`src/hdl/sedc_pkg.sv`:
```
// ----------------------------------------------------------------------------
// sedc_pkg
// Shared types and constants for the Shift_JIS / EUC-JP detector and converter.
// ----------------------------------------------------------------------------
`default_nettype none

package sedc_pkg;

  localparam int unsigned MAX_BYTES_DEF = 64;
  localparam int unsigned BYTE_W        = 8;

  // APB
  localparam int unsigned APB_AW        = 3;
  localparam int unsigned APB_DW        = 32;
  localparam logic        REG_SYS_ENC   = 1'b0;   // register index (paddr[2])

  // system_encoding register values
  localparam logic [1:0] SYS_NONE = 2'd0;
  localparam logic [1:0] SYS_EUC  = 2'd1;
  localparam logic [1:0] SYS_SJIS = 2'd2;

  // detected code / verdict
  localparam logic [1:0] CODE_UNKNOWN = 2'd0;
  localparam logic [1:0] CODE_EUC     = 2'd1;
  localparam logic [1:0] CODE_SJIS    = 2'd2;

  typedef enum logic [1:0] {
    MODE_NONE,
    MODE_TO_EUC,
    MODE_TO_SJIS
  } mode_e;

  typedef enum logic [2:0] {
    S_LOAD,
    S_RD_A,
    S_GET_A,
    S_GET_B,
    S_OUT_A,
    S_OUT_B
  } state_e;

  // SJIS to EUC
  localparam logic [7:0] K_SJ_LEAD_HI = 8'he0;
  localparam logic [7:0] K_SJ_SUB_HI  = 8'he0;
  localparam logic [7:0] K_SJ_SUB_LO  = 8'h60;
  localparam logic [7:0] K_SJ_SUBO_HI = 8'he1;
  localparam logic [7:0] K_SJ_SUBO_LO = 8'h61;
  localparam logic [7:0] K_SJ_TR_SPL  = 8'h9f;
  localparam logic [7:0] K_SJ_TR_GAP  = 8'h7f;

  // EUC to SJIS (the last two are SJIS to EUC trail offsets)
  localparam logic [7:0] K_EU_LEAD_SPL = 8'hdf;
  localparam logic [7:0] K_EU_ADDO_LO  = 8'h31;
  localparam logic [7:0] K_EU_ADDO_HI  = 8'h71;
  localparam logic [7:0] K_EU_ADDE_LO  = 8'h30;
  localparam logic [7:0] K_EU_ADDE_HI  = 8'h70;
  localparam logic [7:0] K_EU_TR_SPL   = 8'he0;
  localparam logic [7:0] K_EU_SUB_LO   = 8'h61;
  localparam logic [7:0] K_EU_SUB_HI   = 8'h60;
  localparam logic [7:0] K_EU_SUB_EVEN = 8'h02;
  localparam logic [7:0] K_SJ_ADD_TR   = 8'h02;
  localparam logic [7:0] K_SJ_ADD_GAP  = 8'h60;

endpackage

`default_nettype wire

```
`src/hdl/sedc_store.sv`:
```
// ----------------------------------------------------------------------------
// sedc_store
// String byte buffer: one write port, one registered read port.
// ----------------------------------------------------------------------------
`default_nettype none

module sedc_store #(
  parameter int unsigned DEPTH = sedc_pkg::MAX_BYTES_DEF,
  parameter int unsigned AW    = $clog2(DEPTH)
) (
  input  wire logic                         clk_i,
  input  wire logic                         we_i,
  input  wire logic [AW-1:0]                waddr_i,
  input  wire logic [sedc_pkg::BYTE_W-1:0]  wdata_i,
  input  wire logic [AW-1:0]                raddr_i,
  output logic      [sedc_pkg::BYTE_W-1:0]  rdata_o
);

  logic [sedc_pkg::BYTE_W-1:0] mem_q [DEPTH];

  always_ff @(posedge clk_i) begin
    if (we_i) begin
      mem_q[waddr_i] <= wdata_i;
    end
  end

  always_ff @(posedge clk_i) begin
    rdata_o <= mem_q[raddr_i];
  end

endmodule

`default_nettype wire

```
`src/hdl/sedc_conv.sv`:
```
// ----------------------------------------------------------------------------
// sedc_conv
// Pair converter: SJIS to EUC, EUC to SJIS, or pass-through.
// ----------------------------------------------------------------------------
`default_nettype none

module sedc_conv (
  input  wire sedc_pkg::mode_e              mode_i,
  input  wire logic [sedc_pkg::BYTE_W-1:0]  lead_i,
  input  wire logic [sedc_pkg::BYTE_W-1:0]  trail_i,
  output logic      [sedc_pkg::BYTE_W-1:0]  lead_o,
  output logic      [sedc_pkg::BYTE_W-1:0]  trail_o
);

  logic [7:0] dbl;
  logic [7:0] half;
  logic       lead_hi;
  logic       lead_lo_euc;

  assign dbl         = {lead_i[6:0], 1'b0};
  assign half        = {1'b0, lead_i[7:1]};
  assign lead_hi     = (lead_i >= sedc_pkg::K_SJ_LEAD_HI);
  assign lead_lo_euc = (lead_i < sedc_pkg::K_EU_LEAD_SPL);

  always_comb begin
    lead_o  = lead_i;
    trail_o = trail_i;
    case (mode_i)
      sedc_pkg::MODE_TO_EUC: begin
        if (trail_i >= sedc_pkg::K_SJ_TR_SPL) begin
          lead_o  = dbl - (lead_hi ? sedc_pkg::K_SJ_SUB_HI : sedc_pkg::K_SJ_SUB_LO);
          trail_o = trail_i + sedc_pkg::K_SJ_ADD_TR;
        end else begin
          lead_o  = dbl - (lead_hi ? sedc_pkg::K_SJ_SUBO_HI : sedc_pkg::K_SJ_SUBO_LO);
          trail_o = trail_i + sedc_pkg::K_SJ_ADD_GAP
                    + {7'd0, (trail_i < sedc_pkg::K_SJ_TR_GAP)};
        end
      end
      sedc_pkg::MODE_TO_SJIS: begin
        if (lead_i[0]) begin
          lead_o  = half + (lead_lo_euc ? sedc_pkg::K_EU_ADDO_LO : sedc_pkg::K_EU_ADDO_HI);
          trail_o = trail_i - ((trail_i < sedc_pkg::K_EU_TR_SPL) ?
                               sedc_pkg::K_EU_SUB_LO : sedc_pkg::K_EU_SUB_HI);
        end else begin
          lead_o  = half + (lead_lo_euc ? sedc_pkg::K_EU_ADDE_LO : sedc_pkg::K_EU_ADDE_HI);
          trail_o = trail_i - sedc_pkg::K_EU_SUB_EVEN;
        end
      end
      default: begin
        lead_o  = lead_i;
        trail_o = trail_i;
      end
    endcase
  end

endmodule

`default_nettype wire

```
`src/hdl/sjis_euc_detect_convert_top.sv`:
```
// ----------------------------------------------------------------------------
// sjis_euc_detect_convert_top
// Loading takes one input beat per cycle. After the last beat the sequencer
// walks the buffer through its single read port: each byte is read, fetched
// and output, a pair adds a conversion step and a second output, and output
// steps wait while the stream stalls. Input is refused until the last byte is out.
// Reset: asynchronous, active low; clears control, verdict and config.
// ----------------------------------------------------------------------------
`default_nettype none

module sjis_euc_detect_convert_top #(
  parameter int unsigned MAX_BYTES = sedc_pkg::MAX_BYTES_DEF
) (
  input  wire logic                           clk_i,
  input  wire logic                           rst_ni,
  // APB
  input  wire logic                           psel,
  input  wire logic                           penable,
  input  wire logic                           pwrite,
  input  wire logic [sedc_pkg::APB_AW-1:0]    paddr,
  input  wire logic [sedc_pkg::APB_DW-1:0]    pwdata,
  output logic      [sedc_pkg::APB_DW-1:0]    prdata,
  output logic                                pready,
  // input stream
  input  wire logic                           s_axis_tvalid,
  output logic                                s_axis_tready,
  input  wire logic [7:0]                     s_axis_tdata,   // [7:0] in_byte
  input  wire logic                           s_axis_tlast,   // is_last
  // output stream
  output logic                                m_axis_tvalid,
  input  wire logic                           m_axis_tready,
  output logic      [7:0]                     m_axis_tdata,   // [7:0] out_byte
  output logic      [2:0]                     m_axis_tuser,   // [1:0] detected_code, [2] overflow
  output logic                                m_axis_tlast    // last_out
);

  localparam int unsigned CW = $clog2(MAX_BYTES + 1);
  localparam int unsigned AW = $clog2(MAX_BYTES);

  // configuration
  logic [1:0] sys_enc_q;
  logic       cfg_wr;

  assign pready = 1'b1;
  assign cfg_wr = psel && penable && pwrite && (paddr[2] == sedc_pkg::REG_SYS_ENC);
  assign prdata = (paddr[2] == sedc_pkg::REG_SYS_ENC) ?
                  {{(sedc_pkg::APB_DW-2){1'b0}}, sys_enc_q} : '0;

  always_ff @(posedge clk_i or negedge rst_ni) begin
    if (!rst_ni) begin
      sys_enc_q <= sedc_pkg::SYS_NONE;
    end else if (cfg_wr) begin
      sys_enc_q <= pwdata[1:0];
    end
  end

  // state
  sedc_pkg::state_e state_q, state_d;
  logic [CW-1:0] count_q, count_d;
  logic          trail_q, trail_d;
  logic [7:0]    held_q, held_d;
  logic [1:0]    verdict_q, verdict_d;
  logic          mixed_q, mixed_d;
  logic          ovf_q, ovf_d;
  logic [CW-1:0] idx_q, idx_d;
  logic [7:0]    c1_q, c1_d;
  logic [7:0]    ob_a_q, ob_a_d;
  logic [7:0]    ob_b_q, ob_b_d;
  logic          pair_q, pair_d;

  logic          m_valid_q, m_valid_d;
  logic [7:0]    m_byte_q, m_byte_d;
  logic [1:0]    m_code_q, m_code_d;
  logic          m_ovf_q, m_ovf_d;
  logic          m_last_q, m_last_d;

  logic          in_acc;
  logic          st_we;
  logic [AW-1:0] rd_addr;
  logic [7:0]    rd_data;
  logic          is_euc, is_sjis;
  logic [1:0]    code;
  sedc_pkg::mode_e mode;
  logic [7:0]    cv_a, cv_b;
  logic          out_free;
  logic [CW-1:0] idx_p1, idx_p2;

  assign s_axis_tready = (state_q == sedc_pkg::S_LOAD);
  assign in_acc        = s_axis_tvalid && s_axis_tready;
  assign st_we         = in_acc && (count_q < CW'(MAX_BYTES));
  assign idx_p1        = idx_q + CW'(1);
  assign idx_p2        = idx_q + CW'(2);

  sedc_store #(
    .DEPTH (MAX_BYTES),
    .AW    (AW)
  ) u_store (
    .clk_i   (clk_i),
    .we_i    (st_we),
    .waddr_i (count_q[AW-1:0]),
    .wdata_i (s_axis_tdata),
    .raddr_i (rd_addr),
    .rdata_o (rd_data)
  );

  // pair classes
  assign is_euc  = ((held_q >= 8'ha1 && held_q <= 8'hdf) ||
                    (held_q >= 8'hfd && held_q <= 8'hfe)) &&
                   (s_axis_tdata >= 8'ha1 && s_axis_tdata <= 8'hfe);
  assign is_sjis = ((held_q >= 8'h81 && held_q <= 8'h9f) &&
                    ((s_axis_tdata >= 8'h40 && s_axis_tdata <= 8'h7e) ||
                     (s_axis_tdata >= 8'h80 && s_axis_tdata <= 8'hfc))) ||
                   ((held_q >= 8'he0 && held_q <= 8'hfc) &&
                    (s_axis_tdata >= 8'h40 && s_axis_tdata <= 8'h7e));

  assign code = mixed_q ? sedc_pkg::CODE_UNKNOWN : verdict_q;

  always_comb begin
    mode = sedc_pkg::MODE_NONE;
    if (!ovf_q) begin
      if (code == sedc_pkg::CODE_SJIS && sys_enc_q == sedc_pkg::SYS_EUC) begin
        mode = sedc_pkg::MODE_TO_EUC;
      end else if (code == sedc_pkg::CODE_EUC && sys_enc_q == sedc_pkg::SYS_SJIS) begin
        mode = sedc_pkg::MODE_TO_SJIS;
      end
    end
  end

  sedc_conv u_conv (
    .mode_i  (mode),
    .lead_i  (c1_q),
    .trail_i (rd_data),
    .lead_o  (cv_a),
    .trail_o (cv_b)
  );

  assign out_free = !m_valid_q || m_axis_tready;

  always_comb begin
    state_d   = state_q;
    count_d   = count_q;
    trail_d   = trail_q;
    held_d    = held_q;
    verdict_d = verdict_q;
    mixed_d   = mixed_q;
    ovf_d     = ovf_q;
    idx_d     = idx_q;
    c1_d      = c1_q;
    ob_a_d    = ob_a_q;
    ob_b_d    = ob_b_q;
    pair_d    = pair_q;
    rd_addr   = idx_q[AW-1:0];
    m_valid_d = m_axis_tready ? 1'b0 : m_valid_q;
    m_byte_d  = m_byte_q;
    m_code_d  = m_code_q;
    m_ovf_d   = m_ovf_q;
    m_last_d  = m_last_q;

    case (state_q)
      sedc_pkg::S_LOAD: begin
        if (in_acc) begin
          if (st_we) begin
            count_d = count_q + CW'(1);
          end else begin
            ovf_d = 1'b1;
          end
          if (trail_q) begin
            trail_d = 1'b0;
            if ((is_euc || is_sjis) && !mixed_q) begin
              if (verdict_q == sedc_pkg::CODE_UNKNOWN) begin
                verdict_d = is_euc ? sedc_pkg::CODE_EUC : sedc_pkg::CODE_SJIS;
              end else if (verdict_q != (is_euc ? sedc_pkg::CODE_EUC : sedc_pkg::CODE_SJIS)) begin
                mixed_d = 1'b1;
              end
            end
          end else if (s_axis_tdata[7]) begin
            held_d  = s_axis_tdata;
            trail_d = 1'b1;
          end
          if (s_axis_tlast) begin
            idx_d   = '0;
            state_d = sedc_pkg::S_RD_A;
          end
        end
      end
      sedc_pkg::S_RD_A: begin
        rd_addr = idx_q[AW-1:0];
        state_d = sedc_pkg::S_GET_A;
      end
      sedc_pkg::S_GET_A: begin
        rd_addr = idx_p1[AW-1:0];
        c1_d    = rd_data;
        ob_a_d  = rd_data;
        if (rd_data[7] && (idx_p1 < count_q)) begin
          pair_d  = 1'b1;
          state_d = sedc_pkg::S_GET_B;
        end else begin
          pair_d  = 1'b0;
          state_d = sedc_pkg::S_OUT_A;
        end
      end
      sedc_pkg::S_GET_B: begin
        ob_a_d  = cv_a;
        ob_b_d  = cv_b;
        state_d = sedc_pkg::S_OUT_A;
      end
      sedc_pkg::S_OUT_A: begin
        if (out_free) begin
          m_valid_d = 1'b1;
          m_byte_d  = ob_a_q;
          m_code_d  = code;
          m_ovf_d   = ovf_q;
          m_last_d  = (idx_p1 == count_q);
          if (pair_q) begin
            state_d = sedc_pkg::S_OUT_B;
          end else begin
            idx_d   = idx_p1;
            state_d = (idx_p1 == count_q) ? sedc_pkg::S_LOAD : sedc_pkg::S_RD_A;
          end
        end
      end
      sedc_pkg::S_OUT_B: begin
        if (out_free) begin
          m_valid_d = 1'b1;
          m_byte_d  = ob_b_q;
          m_code_d  = code;
          m_ovf_d   = ovf_q;
          m_last_d  = (idx_p2 == count_q);
          idx_d     = idx_p2;
          state_d   = (idx_p2 == count_q) ? sedc_pkg::S_LOAD : sedc_pkg::S_RD_A;
        end
      end
      default: begin
        state_d = sedc_pkg::S_LOAD;
      end
    endcase

    // drop string state once the final byte is handed to the output
    if (state_q != sedc_pkg::S_LOAD && state_d == sedc_pkg::S_LOAD) begin
      count_d   = '0;
      trail_d   = 1'b0;
      held_d    = '0;
      verdict_d = sedc_pkg::CODE_UNKNOWN;
      mixed_d   = 1'b0;
      ovf_d     = 1'b0;
    end
  end

  always_ff @(posedge clk_i or negedge rst_ni) begin
    if (!rst_ni) begin
      state_q   <= sedc_pkg::S_LOAD;
      count_q   <= '0;
      trail_q   <= 1'b0;
      held_q    <= '0;
      verdict_q <= sedc_pkg::CODE_UNKNOWN;
      mixed_q   <= 1'b0;
      ovf_q     <= 1'b0;
      idx_q     <= '0;
      pair_q    <= 1'b0;
      m_valid_q <= 1'b0;
    end else begin
      state_q   <= state_d;
      count_q   <= count_d;
      trail_q   <= trail_d;
      held_q    <= held_d;
      verdict_q <= verdict_d;
      mixed_q   <= mixed_d;
      ovf_q     <= ovf_d;
      idx_q     <= idx_d;
      pair_q    <= pair_d;
      m_valid_q <= m_valid_d;
    end
  end

  always_ff @(posedge clk_i) begin
    c1_q     <= c1_d;
    ob_a_q   <= ob_a_d;
    ob_b_q   <= ob_b_d;
    m_byte_q <= m_byte_d;
    m_code_q <= m_code_d;
    m_ovf_q  <= m_ovf_d;
    m_last_q <= m_last_d;
  end

  assign m_axis_tvalid = m_valid_q;
  assign m_axis_tdata  = m_byte_q;
  assign m_axis_tuser  = {m_ovf_q, m_code_q};
  assign m_axis_tlast  = m_last_q;

endmodule

`default_nettype wire

```
`config.mk`:
```
export PLATFORM = sky130hd
export DESIGN_NAME = sjis_euc_detect_convert_top
export DESIGN_NICKNAME = d
export VERILOG_FILES = /design/src/hdl/sedc_pkg.sv /design/src/hdl/sedc_store.sv /design/src/hdl/sedc_conv.sv /design/src/hdl/sjis_euc_detect_convert_top.sv
export SDC_FILE = /design/constraint.sdc
export NUM_CORES = 1
export LEC_CHECK = 0
export BUFFER_PORTS_ARGS = -buffer_cell sky130_fd_sc_hd__buf_4
export CAP_MARGIN = 40
export CORE_ASPECT_RATIO = 0.9
export CORE_MARGIN = 3
export CORE_UTILIZATION = 55
export CTS_BUF_LIST = sky130_fd_sc_hd__clkbuf_2
export CTS_CLUSTER_SIZE = 25
export DETAILED_ROUTE_END_ITERATION = 10
export PLACE_DENSITY = 0.72
export REMOVE_ABC_BUFFERS = 1
export SYNTH_ARGS = -nofsm -noshare
export SYNTH_HDL_FRONTEND = slang
export SYNTH_HIERARCHICAL = 1
export SYNTH_SLANG_ARGS = --single-unit
```
`constraint.sdc`:
```
create_clock -name clk_i -period 3.9 [get_ports clk_i]
set_clock_uncertainty 0.1 [all_clocks]
set_input_delay 0.78 -clock clk_i [delete_from_list [all_inputs] [get_ports clk_i]]
set_output_delay 0.78 -clock clk_i [all_outputs]
set_load 0.02 [all_outputs]
```
; Word-level counts from Yosys, hierarchy flattened
; Memory sizes are Yosys's and may differ from the RTL's. A register that Yosys moved wholly into a read port is not among the register bits.
; Index checks and enable logic that the tools add are counted.
[op_classes]
add_sub_neg = 12
multipliers = 0
div = 0
magnitude_cmp = 21
n_eq_ne = 22
shift = 0
mux = 77
bitwise_logic = 1
reduce_logical = 52
[ops]
columns = cell, count
row1 = two-way mux 8 bit, 13
row2 = two-way mux 7 bit, 11
row3 = ">= comparator 8 bit, second input constant", 8
row4 = one-hot mux 8 bit (2 select lines), 4
row5 = "<= comparator 8 bit, second input constant", 6
row6 = two-way mux 1 bit, 27
row7 = two-way mux 2 bit, 12
row8 = subtractor 8 bit, 3
row9 = one-hot mux 7 bit (3 select lines), 1
row10 = logical AND 1 bit, 20
row11 = nonzero test 2 bit, 10
row12 = two-way mux 3 bit, 6
row13 = one-hot mux 3 bit (6 select lines), 1
row14 = adder 7 x 8 -> 8 bit, 2
row15 = "less-than comparator 8 bit, second input constant", 2
row16 = "adder 7 x 1 -> 7 bit, second input constant", 2
row17 = equality test 7 bit, 2
row18 = AND reduction 6 bit, 2
row19 = "!= test 2 x 1 -> 1 bit, second input constant", 5
row20 = AND reduction 3 bit, 3
row21 = adder 8 x 1 -> 8 bit, 1
row22 = "adder 8 x 2 -> 8 bit, second input constant", 1
row23 = "adder 8 x 7 -> 8 bit, second input constant", 1
row24 = ">= comparator 8 x 7 -> 1 bit, second input constant", 1
row25 = other kinds (25), 41
[word_totals]
ff_bits = 70
latchBits = 0
ramBits = 512
romBits = 0
input_bits = 51
n_memories = 1
[memory_table]
columns = memory, words, width, read_ports, rd_clocked_by_memory_dff, write_ports, line
row1 = u_store.mem_q, 64, 8, 1, 1, 1, sedc_store.sv:19  ; logic [sedc_pkg::BYTE_W-1:0] mem_q [DEPTH];

; Longest topological paths before layout
[depth]
ltp_word = 13
depth_mapped = 16
mapped_depth_nobuf = 12

; Cells and area by module
; The synthesis kept the hierarchy.
[by_module_without_submodules]
columns = module, instances, cells_each, area_each_um2, seq_area_each_um2
row1 = sedc_store, 1, 940, 20166.8, 15534.9
row2 = sjis_euc_detect_convert_top, 1, 368, 3980.1, 1931.9
row3 = sedc_conv, 1, 180, 1282.5, 0.0

; Worst setup path before layout
; OpenSTA, ideal clock, no wires.
[synth_path]
kind = flip-flop to flip-flop
start = register state_q[2]
end = register u_store/rdata_o[3] (netlist bit) (read register of u_store.mem_q)
setup_ns = 0.135
arrival_time_ns = 2.992
required_ns = 3.665
path_slack_ns = 0.673
stages_incl_launch_ff = 15
n_path_buf = 3
period_less_slack_ns = 3.227
path_cell_list = dfrtp_1 > inv_1 > nand2_1 > inv_1 > nand2_1 > inv_1 > nand2_1 > nand2_1 > buf_4 > buf_2 > buf_2 > mux4_2 > mux4_2 > o21ai_1 > o41ai_1
[synth_between]
elab_chain_cells = 2
[synth_lines]
columns = item, line
row1 = "start, declared", sjis_euc_detect_convert_top.sv:58  ; sedc_pkg::state_e state_q, state_d;
row2 = "start signal, assigned", sjis_euc_detect_convert_top.sv:251  ; state_q <= sedc_pkg::S_LOAD;
row3 = "start signal, assigned", sjis_euc_detect_convert_top.sv:262  ; state_q <= state_d;
row4 = equality test 3 x 2 -> 1 bit, sjis_euc_detect_convert_top.sv:159  ; case (state_q)
row5 = two-way mux 6 bit, sjis_euc_detect_convert_top.sv:159
row6 = via rd_addr[1], sjis_euc_detect_convert_top.sv:79  ; logic [AW-1:0] rd_addr;
row7 = "end, declared", sedc_store.sv:16  ; output logic [sedc_pkg::BYTE_W-1:0] rdata_o
; The timed path passes the listed nets, and every way through them passes these cells.
; A chain may end at the register's enable or synchronous reset.

; Worst setup path after layout
[layout_path]
start = register idx_q[1]
end = register state_q[0]
[layout_between]
elab_chain_cells = 6
[layout_lines]
columns = item, line
row1 = "start, declared", sjis_euc_detect_convert_top.sv:65  ; logic [CW-1:0] idx_q, idx_d;
row2 = "start signal, assigned", sjis_euc_detect_convert_top.sv:269  ; idx_q <= idx_d;
row3 = "parallel branches: the longest is 5 deep, another holds adder 7 x 1 -> 7 bit", --
row4 = one-hot mux 3 bit (6 select lines) (*), sjis_euc_detect_convert_top.sv:159
row5 = via state_d[0], sjis_euc_detect_convert_top.sv:58
; Mark *: on every way through the listed nets, which the timed path passes.

==> results.txt <==
In the synthesized netlist the async set-or-reset flop fraction comes to 0.0576. The achievable clock frequency came out at 272 MHz. In the global route stage, overall resource usage came out at 0.239. The register-to-register setup slack came out at roughly 230 ps.

The family with the most delay on the worst path is buffers and inverters. Yosys printed 6 warnings. Among all flip-flop cells after synthesis, the most frequent one is edfxtp_1.

Of the post-synthesis cell area, the dominant cell type holds 0.647. Across the run, the number of max-cap violations was 0. The worst register-to-register path ends at state_q[0]. The fraction of final layout cells sized beyond drive strength 1 came out at 0.311. The count of buffers added by post-CTS timing repair for setup came out at 0. The longest clock path from root to sink contains 3 buffers.

For this run the aggregate overflow at the end of global routing stands at 0. The initial utilization of the core area, before any placement, comes to 0.558. The clock period could shrink to 3670 ps. The power per cell area came out at 642 nW/um2.

The number of stages on the worst hold path came out at 1. In this run the core area contains 74 standard-cell rows. The number of CTS-inserted buffers is roughly 140. After synthesis, the cell types taking the most area are edfxtp_1, mux4_2, dfrtp_1, nor2_1, mux2_2.

The number of antenna violations at the first check in global routing came to 1. The detailed-route wire length per cell is 23.3 um. The period utilization is 0.942. The beginning of the worst hold path is s_axis_tdata[3]. The count of flip-flops with a built-in enable after synthesis is between 500 and 600.

Counting flops and latches in the post-synthesis netlist gives 590. The required time of the worst setup path came out at around 4800 ps. The maximum net fanout on the critical path came out at 8. Of the total synthesized cell area, the portion taken by AND, OR, NAND and NOR gates is 0.0657.

The total area inside the core boundary comes to 45600 um2. The arrival time at the worst endpoint came out at 4520 ps. The first-pass GRT wire length is 86.9 mm.

STA classifies the critical path endpoint as a flip-flop. Summed over all failing endpoints, the final setup total negative slack is 0 ps. The cell sitting at the root of the clock tree is a clkbuf_2. The worst min-delay path class is in -> reg. The total via count in the routed design is 14400. The delay of the slowest cell on the worst path came out at 600 ps. The count of nets left with antenna violations once routing finished came out at 0. The relative area change from synthesis to final layout came out at 11.5%.

The total iterations of the first detailed-routing run is 6. The horizontal extent of the die came out at 233 um. The compound-gate portion of the synthesized area is 0.0505. The cell total after placement came out at 2159. The total buffers and inverters traversed by the critical path came out at 2. The final count of hold timing violations came out at 0.

The logic depth of the worst register-to-register path is 11. The TritonCTS clock tree is yes. The number of max-slew violations in the final report came out at 0. Counting instances in the post-synthesis netlist gives the leading cell types as edfxtp_1, mux4_2, nor2_1, nand2_1, buf_4.

In this run the critical register-to-register path is launched from idx_q[1]. The largest individual stage delay along the critical path comes from the cell dlygate4sd3_1. In the synthesized netlist, the number of instances is 1488.

The final weighted congestion in routability-driven placement came out at slightly below 0.9. After synthesis, the largest family of logic cells by area is multiplexers. After the first detailed-routing iteration, the DRC count stood at ~1400. The cell leakage power came out at 9.75 nW. In the routed design, unresolved DRC markers number 0. The maximum number of pins on one net before global-route repair is 72. The worst voltage drop across the vdd grid is between 0.3 and 0.4 mV. The routed wire length is approximately 57 mm. The final net count came out at 1787. After synthesis, the netlist uses 87 different library cells. The type of the worst setup path is reg -> reg.

Once layout is complete, the cells apart from fillers number 2437. The HPWL after detailed placement is 35.7 mm. For hold timing, the worst endpoint is u_store/mem_q[14][3]. The run finished with clean final reports. The number of fill cells in the layout is 3346.

The post-synthesis adder-cell area fraction came out at 0.0122. Among all cell types in the netlist, the one instantiated most often is edfxtp_1. edfxtp_1 takes more of the synthesized area than any other cell. The die covers 48900 um2.

Measured against its own limit, the worst slew margin works out to 0.399. The share of cell area taken by muxes after synthesis is 0.139. Traced cell by cell, the critical path runs through ha_1 -> nand3_1 -> nor2_1 -> xor2_1 -> ha_1 -> nand4_1 -> o31ai_2 -> o31a_1 -> dlygate4sd3_1 -> o221ai_1 -> dlygate4sd3_1. The sequential share of the synthesized area is 0.687. The count of buffers from port buffering is 34.

The measured slew at the worst slew-check pin is between 800 and 900 ps. After clock tree synthesis, the clock-pin slew on the worst setup and hold paths is 110 ps. The post-synthesis xor/xnor area fraction is 0.0113. The worst setup path is launched from a flip-flop. The die span in y is 210 um.

The clock latency on the worst-skew pair is 1090 ps. The TritonCTS sink count came out at 590. The netlist area before placement came out at 25400 um2. The deepest level of the CTS H-tree is 4. The average instance in the mapped netlist occupies around 17 um2. The top-level port count came out at about 100. Setup violations remaining at the end of the flow were counted as 0. The detailed-route vias per instance came out at 5.90.

The via count of the first global-routing pass was 14700.
## registers in the layout, summed over array words and instances, names as in the netlist, 2 cells and up
name             cells
u_store/mem_q      512
held_q               8
u_store/rdata_o      8
verdict_q            2
sys_enc_q            2
state_q              3
idx_q                7
m_code_q             2
count_q              7
ob_a_q               8
m_axis_tdata         8
c1_q                 8
ob_b_q               8
## cell families after synthesis
kind of cell / Yosys count
buffers and inverters: 137
adders and majority gates: 25
other: 2
xor gates and xnor gates: 32
and+or+nand+nor: 340
muxes: 192
AOI/OAI and AO/OA: 170
DFF: 590
## worst max-delay path by stage
stage / start / cells after the start / slack (ps) / to
after floorplan: state_q[2] / 10 / -10620 / u_store/rdata_o[6]
after global placement: state_q[2] / 11 / 430 / u_store/rdata_o[6]
after detailed placement: state_q[2] / 12 / 360 / u_store/rdata_o[0]
after CTS: idx_q[1] / 11 / 230 / state_q[0]
after global routing: idx_q[1] / 11 / -7 / state_q[0]
final: idx_q[1] / 11 / 230 / state_q[0]
## routing by layer
metal / track usage / wire length (um) / part of all wire
met2: 0.365 / 27100 / 0.48
met4: 0.0643 / 757 / 0.013
met3: 0.0745 / 5140 / 0.091
met1: 0.339 / 23700 / 0.42
met5: 0 / 0 / 0
## cell usage in the layout, fill, tap and decap left out, types with 32 or more instances in the layout
cell	netlist	layout
clkinv_1	0	35
buf_4	47	139
mux4_2	126	126
nand2_1	73	72
edfxtp_1	548	548
nor2_1	120	120
clkbuf_2	1	210
dfrtp_1	34	34
mux2_2	32	32
## where the power goes
part	switching, W	internal [W]	leakage, nW	total (W)
clock	0.00242	0.00179	1.02	0.00421
combinational	0.00328	0.00290	3.29	0.00618
sequential	0.000486	0.00733	5.44	0.00781
## through the flow
stage               instance area, um2  setup WS, ps  hold WS, ps  power (W)   util
finish                           28400           227          181     0.0182  0.623
global placement                 26800           426          386     0.0140  0.588
CTS                              28400           235         40.6     0.0184  0.622
detailed placement               26800           363          406     0.0141  0.588
global route                     28400         -6.87         50.7     0.0192  0.623
floorplan                        24800        -10620          363     0.0113      -
## cell type report
type                       count  area (um2)  share of cell area
clock buffer                 210        1050              0.0371
antenna                        1        2.50           0.0000882
clock inverter                51         358              0.0126
inverter                      26         100             0.00353
sequential                   590       17500               0.616
tap                          608         761              0.0268
timing repair buffer         161        1330              0.0470
multi-input combinational    790        7290               0.257
## worst register-to-register path, cell delays in order, from the launching register on
cell and delay, ps:
dfrtp_1 510, ha_1 250, nand3_1 190, nor2_1 160
xor2_1 110, ha_1 310, nand4_1 200, o31ai_2 330
o31a_1 160, dlygate4sd3_1 540, o221ai_1 100, dlygate4sd3_1 600
## repair_timing
action,CTS,global route
resized for setup,0,1
hold buffers,16,0
endpoints found under the hold margin,124,0
endpoints found under the setup margin,0,1
Note: power is estimated with default switching activity, not from simulation.
